==> src/hw/rtl/jbht_pkg.sv <==
`timescale 1ns / 1ps

package jbht_pkg;

  // queue and reply limits
  localparam int unsigned TxBytesMax = 8;
  localparam int unsigned RxBytesMax = 16;
  localparam int unsigned TxIdxW     = $clog2(TxBytesMax);

  // configuration register map
  localparam int unsigned CfgAddrW     = 3;
  localparam logic [0:0]  CfgIdxTicks  = 1'b0;
  localparam logic [7:0]  TicksReset   = 8'd125;

  // command codes
  typedef enum logic [1:0] {
    CmdLoad  = 2'd0,
    CmdStart = 2'd1,
    CmdTick  = 2'd2,
    CmdNone  = 2'd3
  } cmd_e;

  // bus phases
  typedef enum logic [2:0] {
    PhIdle      = 3'd0,
    PhTx        = 3'd1,
    PhStop      = 3'd2,
    PhWaitRise  = 3'd3,
    PhWaitStart = 3'd4,
    PhSample    = 3'd5,
    PhBitLow    = 3'd6,
    PhBitHigh   = 3'd7
  } phase_e;

endpackage

==> src/hw/rtl/joybus_host_transfer.sv <==
`timescale 1ns / 1ps

// channel   direction  handshake                 payload
// in        to block   in_valid_i / in_ready_o   command_i tx_byte_i tx_length_i rx_length_i
//                                                line_in_i
// out       from block out_valid_o / out_ready_i drive_low_o rx_byte_o rx_byte_valid_o
//                                                rx_byte_index_o done_res_o bits_received_o
//                                                busy_res_o
// cfg       to block   psel penable pwrite       paddr pwdata prdata (pready tied high)
//
// one item per clock unless the output stalls: the bus state registers update at the
// accepting edge and the result lands in the output register at that same edge.
// in_ready_o stays high while the output register is empty or being drained, so with
// out_ready_i high an item enters every cycle; a stalled output holds one result.
// reset clears all control state and loads ticks_per_us with 125; the transmit queue
// holds no defined data until loaded.

module joybus_host_transfer (
  input  logic                          clk_i,
  input  logic                          rst_ni,
  // input items
  input  logic                          in_valid_i,
  output logic                          in_ready_o,
  input  logic [1:0]                    command_i,
  input  logic [7:0]                    tx_byte_i,
  input  logic [3:0]                    tx_length_i,
  input  logic [4:0]                    rx_length_i,
  input  logic                          line_in_i,
  // result items
  output logic                          out_valid_o,
  input  logic                          out_ready_i,
  output logic                          drive_low_o,
  output logic [7:0]                    rx_byte_o,
  output logic                          rx_byte_valid_o,
  output logic [3:0]                    rx_byte_index_o,
  output logic                          done_res_o,
  output logic [7:0]                    bits_received_o,
  output logic                          busy_res_o,
  // configuration
  input  logic                          psel,
  input  logic                          penable,
  input  logic                          pwrite,
  input  logic [jbht_pkg::CfgAddrW-1:0] paddr,
  input  logic [31:0]                   pwdata,
  output logic [31:0]                   prdata,
  output logic                          pready
);
  import jbht_pkg::*;

  logic [7:0]        ticks_q;
  logic [7:0]        tx_buf_q [TxBytesMax];
  logic [3:0]        load_cnt_q, load_cnt_d;
  phase_e            phase_q, phase_d;
  logic [15:0]       timer_q, timer_d;
  logic [6:0]        tx_idx_q, tx_idx_d;
  logic [3:0]        send_len_q, send_len_d;
  logic [4:0]        reply_len_q, reply_len_d;
  logic [7:0]        rx_cnt_q, rx_cnt_d;
  logic [7:0]        rx_shift_q, rx_shift_d;
  logic              out_valid_q;
  logic              drive_q, drive_d;
  logic [7:0]        byte_q, byte_d;
  logic              bvalid_q, bvalid_d;
  logic [3:0]        bindex_q, bindex_d;
  logic              done_q, done_d;
  logic [7:0]        bits_q, bits_d;
  logic              busy_q;

  logic              accept;
  logic              cfg_wr;
  cmd_e              cmd;
  logic              start_go;
  logic              load_go;
  logic              is_tick;
  logic [3:0]        send_len_n;
  logic [4:0]        reply_len_n;

  logic [15:0]       us1, us2, us3, us4, us6, us8, us200;
  logic [15:0]       timer_sat;
  logic [3:0]        byte_pos;
  logic [7:0]        cur_byte;
  logic              cur_bit;
  logic              drive_cur;
  logic [6:0]        tx_idx_inc;
  logic              tx_step, tx_last, stop_step;
  logic              rise_to, start_to, sample_now, low_to, high_to;
  logic [7:0]        rx_limit;
  logic              at_limit;
  logic              fin_tick;
  logic [7:0]        fin_data;
  logic [7:0]        samp_mask;
  logic [7:0]        shift_new;

  // handshakes
  assign in_ready_o = !out_valid_q || out_ready_i;
  assign accept     = in_valid_i && in_ready_o;
  assign cmd        = cmd_e'(command_i);
  assign is_tick    = accept && (cmd == CmdTick);
  assign start_go   = accept && (cmd == CmdStart) && (phase_q == PhIdle);
  assign load_go    = accept && (cmd == CmdLoad) && (phase_q == PhIdle)
                      && (load_cnt_q < 4'(TxBytesMax));

  // configuration port
  assign pready = 1'b1;
  assign cfg_wr = psel && penable && pwrite && pready && (paddr[2] == CfgIdxTicks);
  assign prdata = (paddr[2] == CfgIdxTicks) ? {24'd0, ticks_q} : 32'd0;

  always_ff @(posedge clk_i or negedge rst_ni) begin
    if (!rst_ni) begin
      ticks_q <= TicksReset;
    end else if (cfg_wr) begin
      ticks_q <= pwdata[7:0];
    end
  end

  // scaled bus timings
  assign us1   = {8'd0, ticks_q};
  assign us2   = us1 << 1;
  assign us3   = us1 + us2;
  assign us4   = us1 << 2;
  assign us6   = us3 << 1;
  assign us8   = us1 << 3;
  assign us200 = (us1 << 7) + (us1 << 6) + (us1 << 3);

  // saturated lengths for a start
  assign send_len_n  = tx_length_i[3] ? 4'(TxBytesMax) : tx_length_i;
  assign reply_len_n = (rx_length_i >= 5'(RxBytesMax)) ? 5'(RxBytesMax) : rx_length_i;

  // current transmit bit and line level
  assign byte_pos  = tx_idx_q[6:3];
  assign cur_byte  = (byte_pos < 4'(TxBytesMax)) ? tx_buf_q[byte_pos[TxIdxW-1:0]] : 8'd0;
  assign cur_bit   = cur_byte[3'd7 - tx_idx_q[2:0]];

  always_comb begin
    drive_cur = 1'b0;
    case (phase_q)
      PhTx:    drive_cur = timer_q < (cur_bit ? us1 : us3);
      PhStop:  drive_cur = timer_q < us1;
      default: drive_cur = 1'b0;
    endcase
  end

  // phase conditions
  assign timer_sat  = (timer_q == 16'hFFFF) ? timer_q : timer_q + 16'd1;
  assign tx_idx_inc = tx_idx_q + 7'd1;
  assign tx_step    = timer_sat >= us4;
  assign tx_last    = tx_idx_inc >= {send_len_q, 3'b000};
  assign stop_step  = timer_sat >= us1;
  assign rise_to    = timer_q > us2;
  assign start_to   = timer_q > us200;
  assign sample_now = timer_q >= us2;
  assign low_to     = timer_q > us6;
  assign high_to    = timer_q > us8;
  assign rx_limit   = {reply_len_q, 3'b000};
  assign at_limit   = rx_cnt_q >= (rx_limit + 8'd1);

  always_comb begin
    fin_tick = 1'b0;
    case (phase_q)
      PhWaitRise:  fin_tick = !line_in_i && rise_to;
      PhWaitStart: fin_tick = line_in_i && start_to;
      PhBitLow:    fin_tick = !line_in_i && low_to;
      PhBitHigh:   fin_tick = line_in_i ? high_to : at_limit;
      default:     fin_tick = 1'b0;
    endcase
  end

  // reply bit packing
  assign fin_data  = (rx_cnt_q < rx_limit) ? rx_cnt_q : rx_limit;
  assign samp_mask = 8'h80 >> rx_cnt_q[2:0];
  assign shift_new = line_in_i ? (rx_shift_q | samp_mask) : rx_shift_q;

  // next phase
  always_comb begin
    phase_d = phase_q;
    if (start_go) begin
      phase_d = (send_len_n != 4'd0) ? PhTx : PhStop;
    end else if (is_tick) begin
      case (phase_q)
        PhTx:        if (tx_step && tx_last) phase_d = PhStop;
        PhStop:      if (stop_step) phase_d = PhWaitRise;
        PhWaitRise:  if (line_in_i) phase_d = PhWaitStart;
        PhWaitStart: if (!line_in_i) phase_d = PhSample;
        PhSample:    if (sample_now) phase_d = PhBitLow;
        PhBitLow:    if (line_in_i) phase_d = PhBitHigh;
        PhBitHigh:   if (!line_in_i) phase_d = PhSample;
        default:     phase_d = phase_q;
      endcase
      if (fin_tick) begin
        phase_d = PhIdle;
      end
    end
  end

  // datapath and result
  always_comb begin
    load_cnt_d  = load_cnt_q;
    timer_d     = timer_q;
    tx_idx_d    = tx_idx_q;
    send_len_d  = send_len_q;
    reply_len_d = reply_len_q;
    rx_cnt_d    = rx_cnt_q;
    rx_shift_d  = rx_shift_q;
    drive_d     = drive_cur;
    byte_d      = 8'd0;
    bvalid_d    = 1'b0;
    bindex_d    = 4'd0;
    done_d      = 1'b0;
    bits_d      = 8'd0;

    if (load_go) begin
      load_cnt_d = load_cnt_q + 4'd1;
    end

    if (start_go) begin
      send_len_d  = send_len_n;
      reply_len_d = reply_len_n;
      timer_d     = 16'd0;
      tx_idx_d    = 7'd0;
      rx_cnt_d    = 8'd0;
      rx_shift_d  = 8'd0;
      load_cnt_d  = 4'd0;
      // first cell or stop pulse starts low unless every timing is zero
      drive_d     = (ticks_q != 8'd0);
    end

    if (is_tick) begin
      case (phase_q)
        PhTx: begin
          timer_d = timer_sat;
          if (tx_step) begin
            timer_d  = 16'd0;
            tx_idx_d = tx_idx_inc;
          end
        end
        PhStop: begin
          timer_d = stop_step ? 16'd0 : timer_sat;
        end
        PhWaitRise, PhBitLow: begin
          timer_d = timer_sat;
        end
        PhWaitStart: begin
          timer_d = line_in_i ? timer_sat : 16'd1;
        end
        PhSample: begin
          timer_d = timer_sat;
          if (sample_now) begin
            rx_cnt_d = rx_cnt_q + 8'd1;
            if (rx_cnt_q < rx_limit) begin
              rx_shift_d = shift_new;
              if (rx_cnt_q[2:0] == 3'd7) begin
                byte_d     = shift_new;
                bvalid_d   = 1'b1;
                bindex_d   = rx_cnt_q[6:3];
                rx_shift_d = 8'd0;
              end
            end
          end
        end
        PhBitHigh: begin
          timer_d = line_in_i ? timer_sat : 16'd1;
        end
        default: begin
          timer_d = timer_q;
        end
      endcase

      // end of transfer with any partial byte
      if (fin_tick) begin
        done_d  = 1'b1;
        bits_d  = rx_cnt_q;
        timer_d = 16'd0;
        if (fin_data[2:0] != 3'd0) begin
          byte_d     = rx_shift_q;
          bvalid_d   = 1'b1;
          bindex_d   = fin_data[6:3];
          rx_shift_d = 8'd0;
        end
      end
    end
  end

  // bus state registers
  always_ff @(posedge clk_i or negedge rst_ni) begin
    if (!rst_ni) begin
      load_cnt_q  <= 4'd0;
      phase_q     <= PhIdle;
      timer_q     <= 16'd0;
      tx_idx_q    <= 7'd0;
      send_len_q  <= 4'd0;
      reply_len_q <= 5'd0;
      rx_cnt_q    <= 8'd0;
      rx_shift_q  <= 8'd0;
    end else if (accept) begin
      load_cnt_q  <= load_cnt_d;
      phase_q     <= phase_d;
      timer_q     <= timer_d;
      tx_idx_q    <= tx_idx_d;
      send_len_q  <= send_len_d;
      reply_len_q <= reply_len_d;
      rx_cnt_q    <= rx_cnt_d;
      rx_shift_q  <= rx_shift_d;
    end
  end

  // transmit queue
  always_ff @(posedge clk_i) begin
    if (load_go) begin
      tx_buf_q[load_cnt_q[TxIdxW-1:0]] <= tx_byte_i;
    end
  end

  // output register
  always_ff @(posedge clk_i or negedge rst_ni) begin
    if (!rst_ni) begin
      out_valid_q <= 1'b0;
    end else if (accept) begin
      out_valid_q <= 1'b1;
    end else if (out_ready_i) begin
      out_valid_q <= 1'b0;
    end
  end

  always_ff @(posedge clk_i) begin
    if (accept) begin
      drive_q  <= drive_d;
      byte_q   <= byte_d;
      bvalid_q <= bvalid_d;
      bindex_q <= bindex_d;
      done_q   <= done_d;
      bits_q   <= bits_d;
      busy_q   <= (phase_d != PhIdle);
    end
  end

  assign out_valid_o     = out_valid_q;
  assign drive_low_o     = drive_q;
  assign rx_byte_o       = byte_q;
  assign rx_byte_valid_o = bvalid_q;
  assign rx_byte_index_o = bindex_q;
  assign done_res_o      = done_q;
  assign bits_received_o = bits_q;
  assign busy_res_o      = busy_q;

endmodule

==> config.mk <==
export PLATFORM = sky130hd
export DESIGN_NAME = joybus_host_transfer
export DESIGN_NICKNAME = d
export VERILOG_FILES = /design/src/hw/rtl/jbht_pkg.sv /design/src/hw/rtl/joybus_host_transfer.sv
export SDC_FILE = /design/constraint.sdc
export NUM_CORES = 1
export LEC_CHECK = 0
export BUFFER_PORTS_ARGS = -buffer_cell sky130_fd_sc_hd__buf_2
export CAP_MARGIN = 20
export CELL_PAD_IN_SITES_DETAIL_PLACEMENT = 0
export CELL_PAD_IN_SITES_GLOBAL_PLACEMENT = 1
export CORE_MARGIN = 2
export CORE_UTILIZATION = 30
export CTS_CLUSTER_DIAMETER = 30
export DETAILED_ROUTE_END_ITERATION = 10
export PLACE_DENSITY = 0.67
export SLEW_MARGIN = 20
export SYNTH_ARGS = -nofsm -noshare
export SYNTH_HDL_FRONTEND = slang
export SYNTH_SLANG_ARGS = --single-unit
export TNS_END_PERCENT = 1
==> constraint.sdc <==
create_clock -name clk_i -period 11.4 [get_ports clk_i]
set_clock_uncertainty 0.15 [all_clocks]
set_input_delay 1.14 -clock clk_i [delete_from_list [all_inputs] [get_ports clk_i]]
set_output_delay 1.14 -clock clk_i [all_outputs]
set_load 0.1 [all_outputs]
==> metrics.csv, run 1 <==
stage,metric,value,unit
routing,Vias/cell,4.977,
setup_path,CP max stage cell,o32a_1,
timing,Fin. Hold Viols,0,
synthesis,sequential fraction of the synthesis area,0.4199,
routing,vias,7301,
layout,filler instances,3400,
pwr,pwr dens,176.5,nW/um2
global_route,number of global-route vias before repair,7349,
floorplan,die area,35240,um2
setup_path,crit path cell chain,inv_1 > fa_1 > inv_1 > ha_1 > inv_1 > fa_1 > nor2b_1 > o21ai_0 > nand2b_1 > a21oi_1 > nor2_1 > nor2_1 > o21bai_1 > a21oi_1 > ha_1 > nand2_1 > nor4_1 > o221ai_1 > a22oi_1 > o32a_1 > nand3b_1 > a31oi_1 > nor2_1,
timing,RSZ-0062 raised after global routing,false,
timing,fin crit share,0.5537,
synthesis,most frequent cell after synthesis,ha_1,
timing,Final Slew Violations,0,
routing,# DRC,0,
floorplan,initial core utilization,0.3035,
clock_network,H-tree depth,4,
clock_network,Clock Sinks,152,
clock_network,CTS Buf Count,17,
synthesis,Synth area leader,edfxtp_1,
synthesis,Yosys cell types,78,
setup_path,Crit path max-delay family,compound AO/OA/AOI/OAI gates,
clock_network,clock root cell,clkbuf_16,
global_route,Congestion Overflow GR,0,
clock_network,clock buffer depth,2,
global_route,global-route wire length before repair,40260,um
timing,Tmin final,6.312,ns
synthesis,ys flop type,edfxtp_1,
setup_path,crit-path max FO,9,
placement,DP HPWL,18070,um
placement,GPL Wtd Cong,0.8194,
clock_network,cts repair resizes,0,
synthesis,synth cell count leaders,"ha_1 (111), edfxtp_1 (88), nand2_1 (72)",
pwr,Overall Power,2010,uW
synthesis,top cells by area in the synthesized netlist,"edfxtp_1 (26%), dfrtp_1 (14%), ha_1 (14%), mux4_2 (4.7%), nand2_1 (2.7%)",
timing,final setup TNS,0,ns
worst_hold_path,Hold WC Path Type,flip-flop to flip-flop,
clock_network,clk_lat worst skew,0.44,ns
layout,share of layout cells above drive strength 1,0.1660,
layout,Register Area,4252,um2
routing,drt pass-1 iters,4,
routing,DR WL/cell,16.94,um
setup_path,max incr delay on CP,0.62,ns
synthesis,share of the synthesized area in the top cell type,0.2610,
timing,Tightest Pin Transition,1.009,ns
global_route,largest net degree at the start of global routing,65,
synthesis,Mapped Cells,944,
setup_path,Worst Path Arrival,6.33,ns
setup_path,Setup crit start kind,flip-flop,
clock_network,"Hold-fix buffers, CTS",0,
flow_run,max_cap viols,0,
clock_network,Worst-path clk slew,0.07,ns
global_route,gr usage total,0.1449,
synthesis,number of synthesized flops with an enable pin,88,
routing,Initial DRC Count,488,
clock_network,post-CTS setup buffers,0,
timing,Setup-failing EPs final,0,
floorplan,Core Region,33360,um2
status,status,completed,
synthesis,syn_area_per_cell,10.73,um2
global_route,initial antenna violation count,1,
timing,Max-Slew Margin vs Limit,0.3246,
floorplan,Ports,121,
pwr,leakage,0.004771,uW
setup_path,WP data required,11.42,ns
timing,fmax,158.4,MHz
layout,Multi-input gate area,5401,um2
setup_path,critical path class,flip-flop to flip-flop,
clock_network,CTS tree,yes,
routing,drt total wl,24850,um
synthesis,ys async rst share,0.4211,
setup_path,Worst Path Buf+Inv,3,
layout,Synth-to-Final Area Change,12.43,%
synthesis,Yosys warnings,0,
placement,input/output buffers,69,
layout,NumNets Final,1187,
floorplan,Row Count,67,
synthesis,Post-Synthesis Cell Area,10120,um2
setup_path,CP Capture Type,flip-flop,
floorplan,die height,187.7,um
synthesis,"FF+latch count, synth",152,
floorplan,Die Width,187.7,um
routing,antenna-violating nets left,0,
pwr,Peak VDD IR,0.1178,mV
cell usage in the layout (no fill, tap or decap), types with 5 or more instances in the layout:
cell type / n
nor4_1: 8
dfrtp_1: 58
xor2_1: 14
mux4_2: 21
a211oi_1: 5
buf_2: 69
inv_6: 7
nand2_1: 72
o22ai_1: 5
o21ai_0: 54
o21a_1: 7
clkbuf_16: 17
a31oi_1: 18
xnor2_1: 15
inv_1: 51
and3_1: 18
conb_1: 25
a21o_1: 16
nor2_1: 67
nor3_1: 23
a21oi_1: 49
fa_1: 8
edfxtp_1: 88
nand3b_1: 13
nand2b_1: 16
buf_4: 6
nand3_1: 34
nand4_1: 13
ha_1: 111
dfstp_2: 6
mux2_2: 12
worst paths after layout:
| path | startpoint | to | slack (ns) | depth (start not counted) |
|---|---|---|---|---|
| min | send_len_q[0] | send_len_q[0] | 0.34 | 2 |
| max in group asynchronous | rst_ni | timer_q[11] | 9.74 | 2 |
| max | ticks_q[1] | rx_byte_o[4] | 5.09 | 23 |
| max reg2reg | ticks_q[1] | rx_byte_o[4] | 5.09 | 23 |
| min reg2reg | send_len_q[0] | send_len_q[0] | 0.34 | 2 |
| min in group asynchronous | rst_ni | ticks_q[1] | 0.72 | 2 |
per-layer routing:
| layer | wire, um | track usage |
|---|---|---|
| met5 | 0 | 0 |
| met4 | 262 | 0.03271 |
| met3 | 996 | 0.02714 |
| met2 | 12020 | 0.2427 |
| met1 | 11580 | 0.1943 |
metrics by stage:
stage / worst slack [ns] / util / cells / cell area (um2) / hold WS (ns)
6_report: 5.088 / 0.3412 / 1467 / 11380 / 0.3399
5_1_grt: 4.687 / 0.3411 / 1466 / 11380 / 0.3936
3_5_place_dp: 5.082 / 0.3237 / 1435 / 10800 / 0.3319
2_1_floorplan: 6.442 / - / 967 / 10210 / 0.2953
4_1_cts: 5.041 / 0.3411 / 1466 / 11380 / 0.3500
3_3_place_gp: 5.200 / 0.3237 / 1435 / 10800 / 0.3186
flip-flops by register name (all words and copies together) (netlist names), 5 cells and up:
signal	cells
tx_buf_q	64
timer_q	16
rx_byte_o	8
rx_shift_q	8
reply_len_q	5
rx_cnt_q	8
tx_idx_q	7
bits_received_o	8
ticks_q	8
logic make-up (layout without fill, tap and decap cells):
| family | after synthesis | count (layout) | synth area share |
|---|---|---|---|
| other | 2 | 26 | 0.0007417 |
| XOR/XNOR | 29 | 29 | 0.02509 |
| flip-flops | 152 | 152 | 0.4199 |
| adder cells (fa/ha/maj) | 119 | 119 | 0.1530 |
| AO/OA/AOI/OAI | 192 | 192 | 0.1215 |
| AND/OR/NAND/NOR | 306 | 306 | 0.1598 |
| multiplexers | 37 | 37 | 0.06438 |
| buffers and inverters | 107 | 158 | 0.05561 |
area by class of cell:
cell class | instances | area share
Timing Repair Buffer | 75 | 0.03429
Clock inverter | 14 | 0.01374
Tap cell | 448 | 0.04924
Clock buffer | 17 | 0.03737
Inverter | 52 | 0.01715
Multi-Input combinational cell | 708 | 0.4745
Antenna cell | 1 | 0.0002198
Sequential cell | 152 | 0.3735
report_power, final:
part,switching (uW),internal (uW)
clock network,257,310
registers,61.0,633
logic,478,271
total,796,1210
worst register-to-register path: stages, from the launching register on:
cell and delay [ns]:
dfrtp_1 0.48, inv_1 0.38, fa_1 0.49, inv_1 0.07, ha_1 0.16, inv_1 0.06, fa_1 0.40, nor2b_1 0.12
o21ai_0 0.08, nand2b_1 0.12, a21oi_1 0.08, nor2_1 0.09, nor2_1 0.07, o21bai_1 0.12, a21oi_1 0.09, ha_1 0.30
nand2_1 0.08, nor4_1 0.61, o221ai_1 0.32, a22oi_1 0.41, o32a_1 0.62, nand3b_1 0.41, a31oi_1 0.28, nor2_1 0.07
Power figures use the tool's default switching activity.
==> run 2: changes to the inputs <==
==> constraint.sdc (replaced) <==
create_clock -name clk_i -period 6.2 [get_ports clk_i]
set_clock_uncertainty 0.15 [all_clocks]
set_input_delay 0.62 -clock clk_i [delete_from_list [all_inputs] [get_ports clk_i]]
set_output_delay 0.62 -clock clk_i [all_outputs]
set_load 0.1 [all_outputs]
==> run 2 against run 1 <==
Worst hold slack worse by 0.11 ns. Global-route usage is 0.059 points higher. Die area stayed put. Clock power is 94% higher. Utilization is 0.33 points higher. Final area is 0.97% higher. Wire length is 0.93% higher. Sequential power is 83% higher. Critical path type unchanged. Largest cell class unchanged. Highest routed layer unchanged.
==> metrics.csv, run 2 (same netlist as run 1, synthesis figures left out) <==
stage,metric,value,unit
pwr,Overall Power,3774,uW
setup_path,WP data required,6.23,ns
floorplan,Row Count,67,
clock_network,CTS tree,yes,
timing,Setup-failing EPs final,0,
status,status,completed,
setup_path,crit-path max FO,9,
floorplan,initial core utilization,0.3035,
routing,# DRC,0,
timing,final setup TNS,0,ns
timing,fmax,177.0,MHz
routing,DR WL/cell,17.02,um
timing,RSZ-0062 raised after global routing,false,
clock_network,clk_lat worst skew,0.44,ns
global_route,number of global-route vias before repair,7448,
timing,Fin. Hold Viols,0,
worst_hold_path,Hold WC Path Type,primary input to flip-flop,
clock_network,clock root cell,clkbuf_16,
global_route,gr usage total,0.1455,
clock_network,Worst-path clk slew,0.07,ns
placement,input/output buffers,69,
routing,Vias/cell,5.021,
layout,share of layout cells above drive strength 1,0.1735,
floorplan,die area,35240,um2
worst_hold_path,worst hold stages,2,
layout,filler instances,3378,
layout,"commonest non-fill, non-tap cell in the layout",ha_1,
placement,dpl cells,1442,
timing,final setup margin,0.5511,ns
clock_network,clock buffer depth,2,
placement,GPL Wtd Cong,0.8172,
setup_path,CP Capture Type,flip-flop,
floorplan,Die Width,187.7,um
global_route,global-route wire length before repair,40250,um
setup_path,critical path class,flip-flop to flip-flop,
floorplan,Core Region,33360,um2
timing,Tmin final,5.649,ns
routing,vias,7401,
clock_network,"Hold-fix buffers, CTS",0,
clock_network,Clock Sinks,152,
setup_path,Worst Path Arrival,5.68,ns
layout,ANT cells,0,
routing,antenna-violating nets left,0,
layout,Finished Layout Cells,1474,
layout,NumNets Final,1194,
pwr,leakage,0.004830,uW
placement,Place WS,0.3583,ns
global_route,largest net degree at the start of global routing,65,
timing,Tightest Pin Transition,0.9372,ns
layout,Synth-to-Final Area Change,13.52,%
pwr,pwr dens,328.3,nW/um2
floorplan,die height,187.7,um
pwr,Peak VDD IR,0.2068,mV
routing,drt total wl,25080,um
routing,Initial DRC Count,400,
clock_network,H-tree depth,4,
clock_network,CTS Buf Count,17,
global_route,Congestion Overflow GR,0,
flow_run,max_cap viols,0,
global_route,initial antenna violation count,1,
floorplan,Ports,121,
timing,Max-Slew Margin vs Limit,0.3752,
layout,final instance area,11490,um2
layout,most frequent cells in the layout,"ha_1 (111), edfxtp_1 (88), nand2_1 (71)",
placement,DP HPWL,18110,um
routing,drt pass-1 iters,5,
layout,Register Area,4252,um2
setup_path,Setup crit start kind,flip-flop,
layout,max reg flops,64,
layout,Multi-input gate area,5416,um2
placement,DP Area,10850,um2
timing,fin crit share,0.9111,
setup_path,R2R depth,24,
timing,Final Slew Violations,0,
-- run 2: where the power goes --
part	total [uW]	leakage (uW)	internal, uW	switching (uW)
Sequential	1270	0.00166	1160	112
Clock	1100	0.000306	618	484
Combinational	1400	0.00286	512	885
Total	3770	0.00483	2290	1480
-- run 2: final timing paths --
kind	startpoint	endpoint	slack (ns)
setup / recovery	ticks_q[0]	rx_byte_o[7]	0.55
hold / removal	in_valid_i	out_valid_o	0.23
setup reg to reg	ticks_q[0]	rx_byte_o[7]	0.55
hold reg to reg	send_len_q[0]	send_len_q[0]	0.34
max in group asynchronous	rst_ni	timer_q[12]	5.03
min in group asynchronous	rst_ni	ticks_q[1]	0.25
-- run 2: per-layer routing --
metal	vias to the layer above	track usage	routed length, um
li1	3603	-	-
met1	3621	0.1925	11740
met2	149	0.2434	12070
met3	28	0.02471	859
met4	0	0.04422	410
met5	-	0	0
-- run 2: what timing repair did --
| item | 4_1_cts | 5_1_grt |
|---|---|---|
| setup buffers | 0 | 0 |
| endpoints found under the setup margin | 0 | 19 |
| resized for setup | 0 | 2 |
-- run 2: final cells by class --
type | instances | area share
inverter | 52 | 0.01698
clock inverter | 15 | 0.01753
clock buffer | 17 | 0.03701
multi-input combinational | 708 | 0.4713
sequential | 152 | 0.3699
tap | 448 | 0.04877
timing repair buffer | 82 | 0.03854
-- run 2: through the flow --
step,hold WS (ns),utilization
3_5_place_dp,0.3226,0.3252
5_1_grt,0.2510,0.3445
6_report,0.2329,0.3445
4_1_cts,0.2143,0.3440
3_3_place_gp,0.3161,0.3252
2_1_floorplan,0.1744,-
-- run 2: critical path, stage by stage, from the launching register on --
cell and delay, ns:
dfstp_2 0.67, inv_1 0.19, fa_1 0.49, inv_1 0.06, ha_1 0.17, inv_1 0.06, fa_1 0.40, nor2b_1 0.12
o21ai_0 0.08, nand2b_1 0.12, a21oi_1 0.08, nor2_1 0.09, nor2_1 0.07, o21bai_1 0.13, a21oi_1 0.09, ha_1 0.29
nand2_1 0.09, nor4_2 0.37, o221ai_1 0.21, a22oi_1 0.39, o32a_1 0.24, buf_4 0.21, nand3b_1 0.30, a31oi_1 0.26
nor2_1 0.06
==> run 3: changes to the inputs <==
--- a/config.mk
+++ b/config.mk
@@ -10,10 +10,10 @@
 export CELL_PAD_IN_SITES_DETAIL_PLACEMENT = 0
 export CELL_PAD_IN_SITES_GLOBAL_PLACEMENT = 1
 export CORE_MARGIN = 2
-export CORE_UTILIZATION = 30
+export CORE_UTILIZATION = 43
 export CTS_CLUSTER_DIAMETER = 30
 export DETAILED_ROUTE_END_ITERATION = 10
-export PLACE_DENSITY = 0.67
+export PLACE_DENSITY = 0.86
 export SLEW_MARGIN = 20
 export SYNTH_ARGS = -nofsm -noshare
 export SYNTH_HDL_FRONTEND = slang
==> run 3 against run 2 <==
Non-clock buffer count down 3. Register-to-register slack is essentially flat. Global-route usage grew 4.9 points. Utilization up 14 points. Highest routed layer unchanged. Setup slack got worse by 0.013 ns. Critical path type unchanged. Die area shrank 30%. Critical endpoint is now rx_byte_o[1].
==> metrics.csv, run 3 (same netlist as run 1, synthesis figures left out) <==
stage,metric,value,unit
setup_path,Setup crit start kind,flip-flop,
setup_path,WP data required,6.23,ns
clock_network,Worst-path clk slew,0.07,ns
pwr,leakage,0.004806,uW
setup_path,max incr delay on CP,0.66,ns
placement,GPL Wtd Cong,0.8469,
global_route,Congestion Overflow GR,0,
worst_hold_path,Hold WC Path Type,primary input to async pin,
setup_path,R2R depth,23,
routing,drt pass-1 iters,7,
timing,final setup margin,0.5377,ns
clock_network,clock root cell,clkbuf_16,
setup_path,Crit path max-delay family,compound AO/OA/AOI/OAI gates,
layout,"commonest non-fill, non-tap cell in the layout",ha_1,
timing,fin crit share,0.9133,
setup_path,Worst Path Buf+Inv,3,
global_route,global-route wire length before repair,37750,um
clock_network,clk_lat worst skew,0.43,ns
timing,fmax,176.6,MHz
timing,Fin. Hold Viols,0,
global_route,initial antenna violation count,0,
routing,antenna-violating nets left,0,
layout,Synth-to-Final Area Change,11.58,%
clock_network,clock buffer depth,2,
floorplan,Die Width,157.4,um
setup_path,crit path cell chain,inv_1 > fa_1 > inv_1 > ha_1 > inv_1 > fa_1 > nor2b_1 > o21ai_0 > nand2b_1 > a21oi_1 > nor2_1 > nor2_1 > o21bai_1 > a21oi_1 > ha_1 > nand2_1 > nor4_2 > o221ai_1 > a22oi_1 > o32a_2 > nand3b_1 > a31oi_1 > nor2_1,
routing,Vias/cell,5.539,
global_route,largest net degree at the start of global routing,65,
placement,dpl cells,1310,
setup_path,r2r startpoint,ticks_q[0],
layout,NumNets Final,1191,
setup_path,CP Capture Type,flip-flop,
placement,input/output buffers,69,
floorplan,initial core utilization,0.4352,
layout,ANT cells,0,
routing,# DRC,0,
status,status,completed,
layout,most frequent cells in the layout,"ha_1 (111), edfxtp_1 (88), nand2_1 (72)",
routing,DR WL/cell,17.48,um
layout,filler instances,2145,
timing,Tmin final,5.662,ns
layout,utilization after layout,0.4856,
layout,share of layout cells above drive strength 1,0.1720,
setup_path,crit-path max FO,9,
clock_network,CTS Buf Count,17,
clock_network,Clock Sinks,152,
clock_network,H-tree depth,4,
timing,final setup TNS,0,ns
pwr,pwr dens,331.7,nW/um2
pwr,Peak VDD IR,0.1797,mV
floorplan,die height,157.4,um
global_route,gr usage total,0.1949,
setup_path,reg2reg end,rx_byte_o[1],
routing,Initial DRC Count,463,
setup_path,Worst Path Arrival,5.70,ns
timing,RSZ-0062 raised after global routing,false,
clock_network,CTS tree,yes,
routing,drt total wl,23460,um
placement,DP Area,10670,um2
layout,final instance area,11300,um2
layout,Finished Layout Cells,1342,
placement,Place WS,0.2160,ns
clock_network,post-CTS setup buffers,0,
timing,Setup-failing EPs final,0,
floorplan,Core Region,23260,um2
global_route,number of global-route vias before repair,7386,
timing,Tightest Pin Transition,0.9697,ns
setup_path,"reg-to-reg slack, setup",0.54,ns
timing,Final Slew Violations,0,
floorplan,Row Count,56,
setup_path,critical path class,flip-flop to flip-flop,
routing,vias,7434,
floorplan,die area,24790,um2
layout,max reg flops,64,
flow_run,max_cap viols,0,
timing,Max-Slew Margin vs Limit,0.3507,
floorplan,Ports,121,
setup_path,CP max stage cell,dfstp_2,
placement,DP HPWL,16750,um
[run 3: changes by cell type in the layout (fill, tap and decap cells not counted), sizes merged]
cell      change
buf           -3
clkinv        -1
inv           +1
clkinvlp      +1
bufinv        -1
[run 3: repair_timing]
action                                  in CTS  in global routing
resized for setup                            0                  2
hold buffers                                 0                  0
endpoints found under the setup margin       0                  9
[run 3: per-layer routing]
layer	routed length, um	global-route usage
met1	10470	0.2545
met2	11340	0.3283
met3	1050	0.02781
met4	598	0.07446
met5	0	0
[run 3: metrics by stage]
| step | hold slack (ns) | power (uW) |
|---|---|---|
| floorplan | 0.1744 | 2353 |
| global placement | 0.3196 | 2629 |
| detailed placement | 0.3229 | 2662 |
| CTS | 0.2364 | 3753 |
| global route | 0.2426 | 3980 |
| finish | 0.2131 | 3747 |
[run 3: worst max path at each step]
| stage | depth (start not counted) | slack [ns] | to | startpoint |
|---|---|---|---|---|
| 6_report | 23 | 0.54 | rx_byte_o[1] | ticks_q[0] |
| 5_1_grt | 24 | 0.04 | rx_shift_q[2] | ticks_q[0] |
| 4_1_cts | 23 | 0.25 | rx_byte_o[1] | ticks_q[0] |
| 3_5_place_dp | 23 | 0.22 | rx_byte_o[1] | ticks_q[0] |
| 3_3_place_gp | 23 | 0.41 | rx_byte_o[6] | ticks_q[0] |
| 2_1_floorplan | 23 | 1.24 | busy_res_o | ticks_q[0] |
[run 3: cell type report]
cell class / count / area (um2) / area share
Clock inverter: 15 / 196.4 / 0.01739
Tap cell: 319 / 399.1 / 0.03533
Inverter: 52 / 195.2 / 0.01728
Sequential cell: 152 / 4252 / 0.3763
Clock buffer: 17 / 425.4 / 0.03766
Multi-Input combinational cell: 708 / 5409 / 0.4788
Timing Repair Buffer: 79 / 420.4 / 0.03721
[run 3: report_power, final]
group          leakage (uW)  switching [uW]  internal [uW]
combinational       0.00284             882            507
clock              0.000301             494            587
sequential          0.00166             114           1160
total               0.00481            1490           2260
